<file path="src/rtl/dbq_pkg.sv">
// Shared types and codes for the bounded double-ended queue.
package dbq_pkg;

    localparam int unsigned KIND_W = 3;
    localparam int unsigned ITEM_W = 16;
    localparam int unsigned OCC_W  = 5;

    typedef enum logic [KIND_W-1:0] {
        KIND_PUSH_BACK  = 3'd0,
        KIND_PUSH_FRONT = 3'd1,
        KIND_POP_BACK   = 3'd2,
        KIND_POP_FRONT  = 3'd3,
        KIND_REMOVE     = 3'd4
    } t_kind;

    typedef struct packed {
        logic [KIND_W-1:0] kind;
        logic [ITEM_W-1:0] item;
    } t_in_beat;

    typedef struct packed {
        logic [ITEM_W-1:0] item_out;
        logic              ok;
        logic [OCC_W-1:0]  occupancy;
    } t_out_beat;

endpackage

</file>
<file path="src/rtl/bounded_deque_with_removal.sv">
// Top level of the bounded double-ended queue with removal by handle.
//
//  Channel  Direction  Handshake                  Beat
//  in       input      i_in_valid / o_in_ready    i_in_beat  (kind, item)
//  out      output     o_out_valid / i_out_ready  o_out_beat (item_out, ok, occupancy)
//
// One beat per cycle sustained while results are taken. A beat waits in the input
// register, is executed against the entry cells, and its result waits in the result
// register until the consumer takes it.
// Reset clears the fill count and both valid flags; entry cells hold no reset.
// A stalled result holds the input register; a beat is still taken if it is empty.
module bounded_deque_with_removal import dbq_pkg::*; #(
    parameter int unsigned DEPTH      = 16,
    parameter int unsigned ITEM_WIDTH = 16
) (
    input  logic      i_clk,
    input  logic      i_rst_n,
    input  logic      i_in_valid,
    output logic      o_in_ready,
    input  t_in_beat  i_in_beat,
    output logic      o_out_valid,
    input  logic      i_out_ready,
    output t_out_beat o_out_beat
);

    localparam int unsigned CW = $clog2(DEPTH + 1);

    logic          r_in_valid;
    logic          n_in_valid;
    t_in_beat      r_in_beat;
    logic          w_advance;
    t_out_beat     w_result;
    logic [CW-1:0] w_count;

    // Execute the held beat when the result register can take its result
    assign w_advance  = r_in_valid && (!o_out_valid || i_out_ready);
    assign o_in_ready = !r_in_valid || w_advance;
    assign n_in_valid = (i_in_valid && o_in_ready) || (r_in_valid && !w_advance);

    always_ff @(posedge i_clk) begin
        if (!i_rst_n) begin
            r_in_valid <= 1'b0;
        end else begin
            r_in_valid <= n_in_valid;
        end
    end

    always_ff @(posedge i_clk) begin
        if (i_in_valid && o_in_ready) begin
            r_in_beat <= i_in_beat;
        end
    end

    dbq_core #(
        .DEPTH      (DEPTH),
        .ITEM_WIDTH (ITEM_WIDTH)
    ) u_core (
        .i_clk    (i_clk),
        .i_rst_n  (i_rst_n),
        .i_exec   (w_advance),
        .i_beat   (r_in_beat),
        .o_result (w_result),
        .o_count  (w_count)
    );

    dbq_out_reg u_out_reg (
        .i_clk    (i_clk),
        .i_rst_n  (i_rst_n),
        .i_load   (w_advance),
        .i_result (w_result),
        .i_ready  (i_out_ready),
        .o_valid  (o_out_valid),
        .o_result (o_out_beat)
    );

    // An executed beat always leaves a result behind
    a_adv_fills_out: assert property (@(posedge i_clk) disable iff (!i_rst_n)
        w_advance |=> o_out_valid)
        else $error("executed beat left no result");

    // A waiting result blocks execution
    a_stall_holds: assert property (@(posedge i_clk) disable iff (!i_rst_n)
        (o_out_valid && !i_out_ready) |-> !w_advance)
        else $error("beat executed over a stalled result");

    // Fill count moves only when a beat executes
    a_count_idle: assert property (@(posedge i_clk) disable iff (!i_rst_n)
        !w_advance |=> $stable(w_count))
        else $error("fill count changed without a beat");

    // A successful insert grows the queue by one
    a_push_grows: assert property (@(posedge i_clk) disable iff (!i_rst_n)
        (w_advance && w_result.ok &&
         (r_in_beat.kind == KIND_PUSH_BACK || r_in_beat.kind == KIND_PUSH_FRONT))
        |=> (w_count == $past(w_count) + CW'(1)))
        else $error("insert did not grow the queue");

    // A refused operation returns no handle
    a_fail_zero: assert property (@(posedge i_clk) disable iff (!i_rst_n)
        (w_advance && !w_result.ok) |-> (w_result.item_out == '0))
        else $error("refused operation returned a handle");

endmodule

</file>
<file path="src/rtl/dbq_core.sv">
// Entry cells, fill count and combinational operation logic of the queue.
module dbq_core import dbq_pkg::*; #(
    parameter int unsigned DEPTH      = 16,
    parameter int unsigned ITEM_WIDTH = 16,
    localparam int unsigned CW        = $clog2(DEPTH + 1)
) (
    input  logic            i_clk,
    input  logic            i_rst_n,
    input  logic            i_exec,
    input  t_in_beat        i_beat,
    output t_out_beat       o_result,
    output logic [CW-1:0]   o_count
);

    logic [ITEM_WIDTH-1:0]        r_entry [DEPTH];
    logic [ITEM_WIDTH-1:0]        n_entry [DEPTH];
    logic [CW-1:0]                r_count;
    logic [CW-1:0]                n_count;
    logic [ITEM_WIDTH+ITEM_W-1:0] w_in_ext;
    logic [ITEM_WIDTH+ITEM_W-1:0] w_out_ext;
    logic [CW+OCC_W-1:0]          w_occ_ext;
    logic [ITEM_WIDTH-1:0]        w_handle;
    logic [ITEM_WIDTH-1:0]        w_taken;
    logic [DEPTH-1:0]             w_match;
    logic [DEPTH-1:0]             w_pre;
    logic [DEPTH-1:0]             w_first;
    logic [DEPTH-1:0]             w_last;
    logic [DEPTH-1:0]             w_sel;
    logic                         w_full;
    logic                         w_empty;
    logic                         w_ok;
    t_kind                        w_kind;

    // Fit the incoming handle to the stored width
    assign w_in_ext = {{ITEM_WIDTH{1'b0}}, i_beat.item};
    assign w_handle = w_in_ext[ITEM_WIDTH-1:0];
    assign w_kind   = t_kind'(i_beat.kind);
    assign w_full   = (r_count == CW'(DEPTH));
    assign w_empty  = (r_count == '0);

    // Per-cell match, gap marker and next value
    for (genvar g = 0; g < DEPTH; g++) begin : g_cell
        localparam logic [CW-1:0] IDX = CW'(g);
        localparam logic [CW-1:0] NXT = CW'(g + 1);
        logic [ITEM_WIDTH-1:0] w_up;
        logic [ITEM_WIDTH-1:0] w_down;

        assign w_match[g] = (IDX < r_count) && (r_entry[g] == w_handle);
        assign w_pre[g]   = |w_match[g:0];
        assign w_last[g]  = (NXT == r_count);

        if (g == 0) begin : g_head
            assign w_first[g] = w_match[g];
            assign w_down     = w_handle;
        end else begin : g_body
            assign w_first[g] = w_match[g] & ~w_pre[g-1];
            assign w_down     = r_entry[g-1];
        end

        if (g == DEPTH - 1) begin : g_tail
            assign w_up = r_entry[g];
        end else begin : g_inner
            assign w_up = r_entry[g+1];
        end

        always_comb begin
            n_entry[g] = r_entry[g];
            case (w_kind)
                KIND_PUSH_BACK: begin
                    if (!w_full && (IDX == r_count)) n_entry[g] = w_handle;
                end
                KIND_PUSH_FRONT: begin
                    if (!w_full) n_entry[g] = w_down;
                end
                KIND_POP_FRONT: begin
                    if (!w_empty) n_entry[g] = w_up;
                end
                KIND_REMOVE: begin
                    // close the gap behind the first match
                    if (w_pre[g]) n_entry[g] = w_up;
                end
                KIND_POP_BACK: begin
                end
                default: begin
                end
            endcase
        end
    end

    // Decide outcome, new count and which cell is taken out
    always_comb begin
        n_count = r_count;
        w_ok    = 1'b0;
        w_sel   = '0;
        case (w_kind)
            KIND_PUSH_BACK, KIND_PUSH_FRONT: begin
                if (!w_full) begin
                    w_ok    = 1'b1;
                    n_count = r_count + CW'(1);
                end
            end
            KIND_POP_BACK: begin
                if (!w_empty) begin
                    w_ok    = 1'b1;
                    n_count = r_count - CW'(1);
                    w_sel   = w_last;
                end
            end
            KIND_POP_FRONT: begin
                if (!w_empty) begin
                    w_ok    = 1'b1;
                    n_count = r_count - CW'(1);
                    w_sel   = DEPTH'(1);
                end
            end
            KIND_REMOVE: begin
                if (w_pre[DEPTH-1]) begin
                    w_ok    = 1'b1;
                    n_count = r_count - CW'(1);
                    w_sel   = w_first;
                end
            end
            default: begin
            end
        endcase
    end

    // Gather the removed handle from the one selected cell
    always_comb begin
        w_taken = '0;
        for (int i = 0; i < DEPTH; i++) begin
            w_taken = w_taken | (w_sel[i] ? r_entry[i] : '0);
        end
    end

    // Shape the result beat
    assign w_out_ext          = {{ITEM_W{1'b0}}, w_taken};
    assign w_occ_ext          = {{OCC_W{1'b0}}, n_count};
    assign o_result.item_out  = w_out_ext[ITEM_W-1:0];
    assign o_result.ok        = w_ok;
    assign o_result.occupancy = w_occ_ext[OCC_W-1:0];
    assign o_count            = r_count;

    // Advance fill count
    always_ff @(posedge i_clk) begin
        if (!i_rst_n) begin
            r_count <= '0;
        end else if (i_exec) begin
            r_count <= n_count;
        end
    end

    // Update entry cells
    always_ff @(posedge i_clk) begin
        if (i_exec) begin
            for (int i = 0; i < DEPTH; i++) begin
                r_entry[i] <= n_entry[i];
            end
        end
    end

endmodule

</file>
<file path="src/rtl/dbq_out_reg.sv">
// Result register that holds a beat until the consumer takes it.
module dbq_out_reg import dbq_pkg::*; (
    input  logic      i_clk,
    input  logic      i_rst_n,
    input  logic      i_load,
    input  t_out_beat i_result,
    input  logic      i_ready,
    output logic      o_valid,
    output t_out_beat o_result
);

    logic      r_valid;
    logic      n_valid;
    t_out_beat r_result;

    // Fill on load, drop once taken
    always_comb begin
        n_valid = r_valid;
        if (i_load) begin
            n_valid = 1'b1;
        end else if (i_ready) begin
            n_valid = 1'b0;
        end
    end

    always_ff @(posedge i_clk) begin
        if (!i_rst_n) begin
            r_valid <= 1'b0;
        end else begin
            r_valid <= n_valid;
        end
    end

    always_ff @(posedge i_clk) begin
        if (i_load) begin
            r_result <= i_result;
        end
    end

    assign o_valid  = r_valid;
    assign o_result = r_result;

endmodule
</file>
<file path="config.mk">
export PLATFORM = sky130hd
export DESIGN_NAME = bounded_deque_with_removal
export DESIGN_NICKNAME = d
export VERILOG_FILES = /design/src/rtl/dbq_pkg.sv /design/src/rtl/bounded_deque_with_removal.sv /design/src/rtl/dbq_core.sv /design/src/rtl/dbq_out_reg.sv
export SDC_FILE = /design/constraint.sdc
export NUM_CORES = 1
export LEC_CHECK = 0
export BUFFER_PORTS_ARGS = -buffer_cell sky130_fd_sc_hd__buf_2
export CORE_MARGIN = 5
export CORE_UTILIZATION = 28
export CTS_CLUSTER_DIAMETER = 100
export DETAILED_ROUTE_END_ITERATION = 10
export HOLD_SLACK_MARGIN = 0.02
export PLACE_DENSITY = 0.48
export SLEW_MARGIN = 20
export SYNTH_ARGS = -nofsm -noshare
export SYNTH_HDL_FRONTEND = slang
export SYNTH_SLANG_ARGS = --single-unit
</file>
<file path="constraint.sdc">
create_clock -name i_clk -period 8.9 [get_ports i_clk]
set_input_delay 0.89 -clock i_clk [delete_from_list [all_inputs] [get_ports i_clk]]
set_output_delay 0.89 -clock i_clk [all_outputs]
set_load 0.05 [all_outputs]
</file>
==> results.md, run 1 <==
Outcome:
- The run finished with clean final reports.

Detailed routing:
- The via density per instance is 6.73.
- The number of remaining DRC errors is 0.
- The via count of the routed design is 19600.
- In the final routed layout, each cell accounts on average for 40.4 um.
- For this block, the initial DRC count from the detailed router was 3471.
- The count of nets left with antenna violations once routing finished came out at 0.
- Wires add up to 118 mm.
- The first-pass detailed-route iteration total is 8.

Setup path:
- For the worst setup path, the data required time is 9220 ps.
- For this run, the slowest stage of the critical path takes 860 ps.
- The maximum fanout count along the critical path is 17.
- The endpoint kind of the worst setup timing path is a flip-flop.
- The path depth of the worst reg2reg path is 10.
- The cell at the slowest stage of the critical path is sky130_fd_sc_hd__dfxtp_1.
- The launching element type of the critical path is a flip-flop.
- The data arrival time of the worst path is 5350 ps.
- The cell that appears most often on the critical path is sky130_fd_sc_hd__nand2b_1.
- Traced cell by cell, the critical path runs through inv_1 -> ha_1 -> nand2b_1 -> a2111oi_1 -> a22o_1 -> nand2b_1 -> o31ai_1 -> a32o_1 -> a2111oi_0 -> nand2_1.
- The worst setup path is of the reg -> reg kind.

Synthesis:
- When the netlist entered floorplanning its net count stood at 1972.
- The synthesized design contains 297 enable-type register cells.
- The distinct cell type count after synthesis is 92.
- The synthesized area divided by synthesized cell count is 10.5 um2.
- The leading register cell type out of synthesis is sky130_fd_sc_hd__edfxtp_1.
- The number of synthesized register bits is 304.
- The count of synthesis-stage warnings from yosys is 0.
- The fraction of registers with async set or reset after synthesis is 0.
- The area of the mapped netlist is 0.0205 mm2.
- For this run, the register share of the synthesized area comes to 0.442.
- Synthesis produced 1944 cells.

Cells and area:
- In the final layout, the share of cells above drive strength 1 is 0.130.
- Compared with the post-synthesis result, the final layout area differs by 13.7%.
- The layout net count is 1944.
- Leaving out fill and tap cells, the most frequent cell in the layout is sky130_fd_sc_hd__edfxtp_1.
- In the layout the commonest cells are sky130_fd_sc_hd__edfxtp_1, sky130_fd_sc_hd__a221o_1, sky130_fd_sc_hd__nand2_1.

CTS:
- TritonCTS created 42 clock buffers.
- The number of setup buffers added after CTS is 0.
- The later-pin clock latency in the skew report is 600 ps.
- The number of clock sinks is 304.
- The clock slew seen by the registers of the worst setup and hold paths is 60 ps.
- TritonCTS built the clock tree.
- Clock tree synthesis selected as its root buffer the cell sky130_fd_sc_hd__clkbuf_16.
- Buffers inserted to repair hold after CTS numbered 0.
- The deepest level of the CTS H-tree is 2.
- Counting along the longest clock path gives a buffer depth of 3.
- After clock tree synthesis, the repair step resized 0 gates.

Die:
- The region available for standard cell placement spans 0.0727 mm2.
- The site row count is 99.
- For this configuration, the core starts out at a cell density of 0.282.
- The die is 280 um tall.
- 47 I/O pins were placed.
- The die covers 0.0787 mm2.
- The width of the chip is 280 um.

Power:
- Cell internal power was estimated by the tool at 2.92 mW.
- The share of total power dissipated in the clock network is 0.429.
- The cell area power density is 179 mW/mm2.
- The switching part of the total is 0.301.
- Summed over all cells, the static leakage comes to 7.51 nW.
- The total power of the final layout is 4.18 mW.
- Of the total power, registers draw 0.426.
- The peak supply drop is 0.119 mV.
- The combinational fraction of design power is 0.144.
- The reported net switching power is 1.26 mW.

Global route:
- The pin count of the biggest net entering global routing is 184.
- The number of global-route vias before repair is 18200.
- The initial antenna violation count is 1.
- The residual overflow from global routing is 0.
- The total global-route track usage is 0.286.
- The first-pass GRT wire length is 159 mm.

Timing:
- Setup repair after global routing left no endpoint under its margin.
- The post-route clock period utilization is 0.566.
- The post-layout minimum cycle time is 5030 ps.
- The number of max-slew violations in the final report is 0.
- The final setup TNS is 0 ps.
- The final worst slack is 3870 ps.
- The final number of hold-violating endpoints is 0.
- The final-report setup violation count is 0.
- Based on the critical path, the design can be clocked at up to 199 MHz.
- The worst-case headroom to the max-slew limit is 0.168.
- The worst clock skew is 39.3 ps.
- For the pin with the worst max-slew slack, the measured transition is 1240 ps.

Hold path:
- The tightest min-delay check is of the in -> reg type.
- The number of stages on the worst hold path is 1.

Place:
- The pre-CTS setup slack is 3830 ps.
- The weighted congestion at the end of routability-driven global placement is 0.971.
- Buffers placed on the I/O ports in this run total 46.
- After legalization and detailed placement, the total HPWL measured 86.4 mm.

Run:
- The number of violations of the max-capacitance limit is 0.
==> worst max-delay path, delay by kind of cell, from the launching register on <==
family	cells	cell delay [ps]
flip-flops	1	860
AND/OR/NAND/NOR	3	1110
adder cells (fa/ha/maj)	1	250
AO/OA/AOI/OAI	5	2330
buffers and inverters	1	220
==> layout make-up <==
| type | instances | area (um2) |
|---|---|---|
| clock buffers | 47 | 1080 |
| well taps | 959 | 1200 |
| repair buffers | 116 | 811 |
| multi-input cells | 1431 | 10700 |
| clock inverters | 30 | 354 |
| inverters | 21 | 78.8 |
| diodes | 1 | 2.50 |
| flip-flops and latches | 304 | 9060 |
| fillers | 7401 | 49400 |
==> metrics by stage <==
stage | hold slack [ps] | instances | utilization | area (um2)
floorplan | 487 | 1944 | - | 20500
global placement | 499 | 2827 | 0.300 | 21800
detailed placement | 516 | 2827 | 0.300 | 21800
CTS | 465 | 2904 | 0.319 | 23200
global route | 475 | 2908 | 0.320 | 23300
finish | 490 | 2909 | 0.320 | 23300
==> Yosys cell counts, types with 33 or more instances <==
cell type	instances	area share
sky130_fd_sc_hd__nor2_1	66	0.012
sky130_fd_sc_hd__edfxtp_1	297	0.44
sky130_fd_sc_hd__nor4_1	52	0.016
sky130_fd_sc_hd__nor3_1	39	0.0095
sky130_fd_sc_hd__nand2_1	181	0.033
sky130_fd_sc_hd__nand3_1	45	0.011
sky130_fd_sc_hd__nand4_1	69	0.021
sky130_fd_sc_hd__a221o_1	230	0.11
sky130_fd_sc_hd__and3_1	33	0.010
sky130_fd_sc_hd__a221oi_1	34	0.015
sky130_fd_sc_hd__clkbuf_1	141	0.026
sky130_fd_sc_hd__a22oi_1	72	0.026
sky130_fd_sc_hd__xnor2_1	128	0.055
sky130_fd_sc_hd__a22o_1	38	0.016
sky130_fd_sc_hd__a21oi_1	49	0.012
sky130_fd_sc_hd__xor2_1	134	0.057
==> power by group through the flow <==
stage	clock network (mW)	logic [mW]	registers [mW]
global route	1.89	0.627	1.78
finish	1.80	0.604	1.78
CTS	1.83	0.582	1.78
detailed placement	0	0.579	1.81
global placement	0	0.578	1.81
floorplan	0	0.381	1.75
==> logic make-up after synthesis <==
family,Yosys count,share of synthesized area
compound gates,553,0.234
xor+xnor,262,0.112
fa+ha+maj,5,0.00305
buf+inv,209,0.0457
flops,304,0.442
mux,5,0.00257
simple gates,606,0.161
==> registers in the layout, indices dropped and copies added, names as in the netlist <==
name / cells
r_in_beat: 19
r_in_valid: 1
u_core.o_count: 5
u_core.r_entry: 256
u_out_reg.o_result: 22
u_out_reg.o_valid: 1
==> per-layer routing <==
metal | global-route usage | share of wire | vias up
met1 | 0.399 | 0.41 | 9997
met2 | 0.440 | 0.44 | 1513
met5 | 0 | 0.00014 | -
li1 | - | - | 7812
met3 | 0.0531 | 0.10 | 255
met4 | 0.112 | 0.047 | 2
==> worst paths after layout <==
check        slack [ps]                          endpoint                           start
max reg2reg        3870  u_out_reg.o_result[12]$_DFFE_PP_  u_core.o_count[1]$_SDFFE_PN0P_
max                3870  u_out_reg.o_result[12]$_DFFE_PP_  u_core.o_count[1]$_SDFFE_PN0P_
min                 490           r_in_beat[18]$_DFFE_PP_                   i_in_beat[18]
min reg2reg         530    u_out_reg.o_valid$_SDFFE_PN0P_           r_in_valid$_SDFF_PN0_
(Power assumes the default switching activity.)
==> inputs of run 2 (changes only) <==
--- a/config.mk
+++ b/config.mk
@@ -5,13 +5,14 @@
 export SDC_FILE = /design/constraint.sdc
 export NUM_CORES = 1
 export LEC_CHECK = 0
+export ABC_AREA = 1
 export BUFFER_PORTS_ARGS = -buffer_cell sky130_fd_sc_hd__buf_2
 export CORE_MARGIN = 5
 export CORE_UTILIZATION = 28
 export CTS_CLUSTER_DIAMETER = 100
 export DETAILED_ROUTE_END_ITERATION = 10
 export HOLD_SLACK_MARGIN = 0.02
-export PLACE_DENSITY = 0.48
+export PLACE_DENSITY = 0.49
 export SLEW_MARGIN = 20
 export SYNTH_ARGS = -nofsm -noshare
 export SYNTH_HDL_FRONTEND = slang
==> constraint.sdc (replaced) <==
create_clock -name i_clk -period 4.03 [get_ports i_clk]
set_input_delay 0.403 -clock i_clk [delete_from_list [all_inputs] [get_ports i_clk]]
set_output_delay 0.403 -clock i_clk [all_outputs]
set_load 0.05 [all_outputs]
==> results.md, run 2 <==
Run:
- The number of violations of the max-capacitance limit was 0 (unchanged).

Setup path:
- The launching element type of the critical path is a flip-flop (unchanged).
- The setup slack on the worst flop-to-flop path is 240 ps (was 3870 ps).
- The source of the worst register-to-register timing path is r_in_beat[8]$_DFFE_PP_ (was u_core.o_count[1]$_SDFFE_PN0P_).
- The largest delay contributor family on the critical path was simple AND/OR/NAND/NOR gates (was compound AO/OA/AOI/OAI gates).
- The cell at the slowest stage of the critical path is sky130_fd_sc_hd__a21oi_1 (was sky130_fd_sc_hd__dfxtp_1).
- The depth of the critical timing path with buffers and inverters included is 17 (was 10).
- The data required time at the worst endpoint came to 4340 ps (was 9220 ps).
- The endpoint of the most critical setup path is u_out_reg.o_result[6]$_DFFE_PP_ (was u_out_reg.o_result[12]$_DFFE_PP_).
- The capturing point of the worst reg2reg path is u_out_reg.o_result[6]$_DFFE_PP_ (was u_out_reg.o_result[12]$_DFFE_PP_).
- The kind of critical path is reg -> reg (unchanged).
- The largest stage delay on the critical path is 530 ps (was 860 ps).
- The maximum fanout count along the critical path is 16 (was 17).
- The buffering stage count on the worst path with inverters included was 2 (was 1).
- Crit-path cells: buf_4 -> nand2_1 -> nand2_1 -> nor2_1 -> nand2_1 -> nor2_1 -> nand3_2 -> nand3_4 -> inv_2 -> nand2_2 -> nand2_2 -> a21oi_1 -> nand2_1 -> nor2_1 -> nand2_1 -> nor2_1 -> nand3_1 (was inv_1 -> ha_1 -> nand2b_1 -> a2111oi_1 -> a22o_1 -> nand2b_1 -> o31ai_1 -> a32o_1 -> a2111oi_0 -> nand2_1).
- The path depth of the worst reg2reg path is 17 (was 10).
- The data arrival time of the worst path is 4100 ps (was 5350 ps).
- The endpoint kind of the worst setup timing path is a flip-flop (unchanged).
- The beginning of the critical path is r_in_beat[8]$_DFFE_PP_ (was u_core.o_count[1]$_SDFFE_PN0P_).
- The cell repeated most along the worst path is sky130_fd_sc_hd__nand2_1 (was sky130_fd_sc_hd__nand2b_1).

Global route:
- The pin count of the biggest net entering global routing is 156 (was 184).
- The initial antenna violation count is 1 (unchanged).
- The residual overflow from global routing is 0 (unchanged).
- The total global-route track usage is 0.240 (was 0.286).
- The first-pass GRT wire length is 151 mm (was 159 mm).
- The number of global-route vias before repair is 20800 (was 18200).

Place:
- The post-DP HPWL was 82.8 mm (was 86.4 mm).
- The pre-CTS setup slack is 394 ps (was 3830 ps).
- The instance area after placement is 0.0235 mm2 (was 0.0218 mm2).
- The number of buffers added on ports was 46 (unchanged).
- The weighted congestion at the end of routability-driven global placement is 1.01 (was 0.971).

Cells and area:
- The area added between synthesis and finish is 13.3% (was 13.7%).
- The register with the most flip-flops is u_core.r_entry (unchanged).
- Commonest cells after routing, fill and taps aside: sky130_fd_sc_hd__nand2_1, sky130_fd_sc_hd__nor2_1, sky130_fd_sc_hd__inv_1 (was sky130_fd_sc_hd__edfxtp_1, sky130_fd_sc_hd__a221o_1, sky130_fd_sc_hd__nand2_1).
- The proportion of layout cells with a drive suffix above 1 came to 0.0984 (was 0.130).
- The flip-flop count of the largest register after layout is 256 (unchanged).
- The layout net count is 3065 (was 1944).
- The most common cell after layout, fill and taps aside is sky130_fd_sc_hd__nand2_1 (was sky130_fd_sc_hd__edfxtp_1).
- The summed area of non-filler cells in the final layout is 0.0251 mm2 (was 0.0233 mm2).
- The final-layout fill cell count came to 8645 (was 7401).

Hold path:
- The classification of the worst-slack hold path is in -> reg (unchanged).
- The number of stages on the worst hold path was 1 (unchanged).

Die:
- The core outline area was 0.0789 mm2 (was 0.0727 mm2).
- The number of I/O pins is 47 (unchanged).
- The initial standard-cell utilization of the core is 0.282 (about the same).
- The die extent in y came to 292 um (was 280 um).
- The die area came to 0.0850 mm2 (was 0.0787 mm2).
- The width of the chip was 292 um (was 280 um).
- The site row count came to 103 (was 99).

Timing:
- The number of max-slew violations in the final report is 0 (unchanged).
- The post-layout minimum cycle time is 3790 ps (was 5030 ps).
- The maximum clock frequency came to 264 MHz (was 199 MHz).
- The slew at the pin with the worst max-slew slack was 1120 ps (was 1240 ps).
- The worst clock skew is 23.8 ps (was 39.3 ps).
- The final number of hold-violating endpoints came to 0 (unchanged).
- The tightest hold margin is 36.2 ps (was 490 ps).
- The final-report setup violation count is 0 (unchanged).
- The final setup TNS is 0 ps (unchanged).
- The worst-case headroom to the max-slew limit was 0.254 (was 0.168).
- The final worst slack came to 239 ps (was 3870 ps).
- The post-route clock period utilization is 0.941 (was 0.566).
- RSZ-0062 raised after global routing: no (unchanged).

CTS:
- The deepest level of the CTS H-tree is 2 (unchanged).
- The post-cts sizing count is 0 (unchanged).
- The number of clock sinks is 304 (unchanged).
- The later-pin clock latency in the skew report is 590 ps (was 600 ps).
- The cell chosen for the clock root is sky130_fd_sc_hd__clkbuf_16 (unchanged).
- The clock slew seen by the registers of the worst setup and hold paths was 60 ps (about the same).
- The TritonCTS buffer count was 42 (unchanged).
- The maximum buffer depth of the clock tree is 3 (unchanged).
- The clock tree from TritonCTS is built (unchanged).

Power:
- The reported net switching power was 2.90 mW (was 1.26 mW).
- The combinational fraction of design power came to 0.167 (was 0.144).
- The cell area power density was 377 mW/mm2 (was 179 mW/mm2).
- The part of the power in the clock network was 0.435 (was 0.429).
- The sequential power share is 0.398 (was 0.426).
- The total power of the final layout was 9.48 mW (was 4.18 mW).
- The switching part of the total is 0.306 (was 0.301).
- The internal cell power is 6.58 mW (was 2.92 mW).
- The leakage power summed over all cells is 11.2 nW (was 7.51 nW).
- The peak supply drop is 0.285 mV (was 0.119 mV).

Synthesis:
- The cell taking the most area after synthesis is sky130_fd_sc_hd__edfxtp_1 (unchanged).
- The number of synthesized register bits came to 304 (unchanged).
- The count of flip-flops with a built-in enable after synthesis is 297 (unchanged).
- Most common library cells after synthesis: sky130_fd_sc_hd__nand2_1, sky130_fd_sc_hd__nor2_1, sky130_fd_sc_hd__inv_1 (was sky130_fd_sc_hd__edfxtp_1, sky130_fd_sc_hd__a221o_1, sky130_fd_sc_hd__nand2_1).
- The share of the synthesized area in the top cell type came to 0.402 (was 0.435).
- The leading register cell type out of synthesis is sky130_fd_sc_hd__edfxtp_1 (unchanged).
- The fraction of registers with async set or reset after synthesis is 0 (unchanged).
- The post-synthesis instance total came to 3006 (was 1944).
- The synthesized net count is 3034 (was 1972).
- The distinct cell type count after synthesis is 55 (was 92).
- The part of the Yosys area used for sequential elements was 0.408 (was 0.442).
- The count of synthesis-stage warnings from yosys was 0 (unchanged).
- Top post-synthesis cells by area: sky130_fd_sc_hd__edfxtp_1, sky130_fd_sc_hd__nand2_1, sky130_fd_sc_hd__o221ai_1 (was sky130_fd_sc_hd__edfxtp_1, sky130_fd_sc_hd__a221o_1, sky130_fd_sc_hd__xor2_1).
- The area of the mapped netlist is 0.0222 mm2 (was 0.0205 mm2).
- The synthesized area divided by synthesized cell count came to 7.39 um2 (was 10.5 um2).
- The leading cell type by number of instances after synthesis was sky130_fd_sc_hd__nand2_1 (was sky130_fd_sc_hd__edfxtp_1).

Outcome:
- Run status: finished, final reports clean (unchanged).

Detailed routing:
- The number of remaining DRC errors is 0 (unchanged).
- The routed wire length is 107 mm (was 118 mm).
- The via count of the routed design is 22200 (was 19600).
- The first-pass detailed-route iteration total is 8 (unchanged).
- The iteration-0 DRC count of the detailed router is 3135 (was 3471).
- The number of routed nets with antenna violations was 0 (unchanged).
- The via density per instance is 5.40 (was 6.73).
- The average wire per standard cell is 26.0 um (was 40.4 um).
-- run 2: cell families after synthesis --
logic type | count (synthesis) | share of synthesized area
simple gates | 1747 | 0.330
xor+xnor | 93 | 0.0367
fa+ha+maj | 5 | 0.00282
buf+inv | 489 | 0.0977
compound gates | 368 | 0.124
flops | 304 | 0.408
-- run 2: what timing repair did --
| action | in CTS | in global routing |
|---|---|---|
| hold endpoints to repair | 17 | 0 |
| hold buffers | 17 | 0 |
| setup buffers | 0 | 0 |
-- run 2: how the worst min path moves through the flow --
| stage | from | endpoint | slack, ps |
|---|---|---|---|
| floorplan | r_in_valid$_SDFF_PN0_ | u_out_reg.o_valid$_SDFFE_PN0P_ | 500 |
| global placement | u_out_reg.o_valid$_SDFFE_PN0P_ | u_out_reg.o_valid$_SDFFE_PN0P_ | 490 |
| detailed placement | u_out_reg.o_valid$_SDFFE_PN0P_ | u_out_reg.o_valid$_SDFFE_PN0P_ | 500 |
| CTS | i_in_beat[8] | r_in_beat[8]$_DFFE_PP_ | 20 |
| global route | i_in_beat[8] | r_in_beat[8]$_DFFE_PP_ | 20 |
| finish | i_in_beat[11] | r_in_beat[11]$_DFFE_PP_ | 40 |
-- run 2: through the flow --
step,util,cells
final,0.319,4121
after global routing,0.319,4120
after CTS,0.319,4120
after detailed placement,0.298,4026
after global placement,0.298,4026
after floorplan,-,3006
-- run 2: layout make-up --
cell class / instances / area, um2 / area share
Inverter: 343 / 1310 / 0.0520
Clock inverter: 27 / 368 / 0.0146
Tap cell: 1050 / 1310 / 0.0522
Clock buffer: 50 / 1110 / 0.0442
Sequential cell: 304 / 9060 / 0.360
Antenna cell: 1 / 2.50 / 0.0000995
Timing Repair Buffer: 133 / 963 / 0.0383
Multi-Input combinational cell: 2213 / 11000 / 0.438
-- run 2: per-layer routing --
layer  global-route usage  vias up  routed length, um
met3               0.0365      181               8730
met1                0.334    10900              46000
met5                    0        -                 13
li1                     -    10100                  -
met2                0.381     1105              48000
met4               0.0840        2               4290
-- run 2: power by group through the flow --
stage	clock network, mW	registers (mW)	logic (mW)
global route	4.31	3.78	1.69
finish	4.12	3.77	1.59
CTS	4.19	3.77	1.54
detailed placement	0	3.83	1.52
floorplan	0	3.83	0.950
global placement	0	3.83	1.52
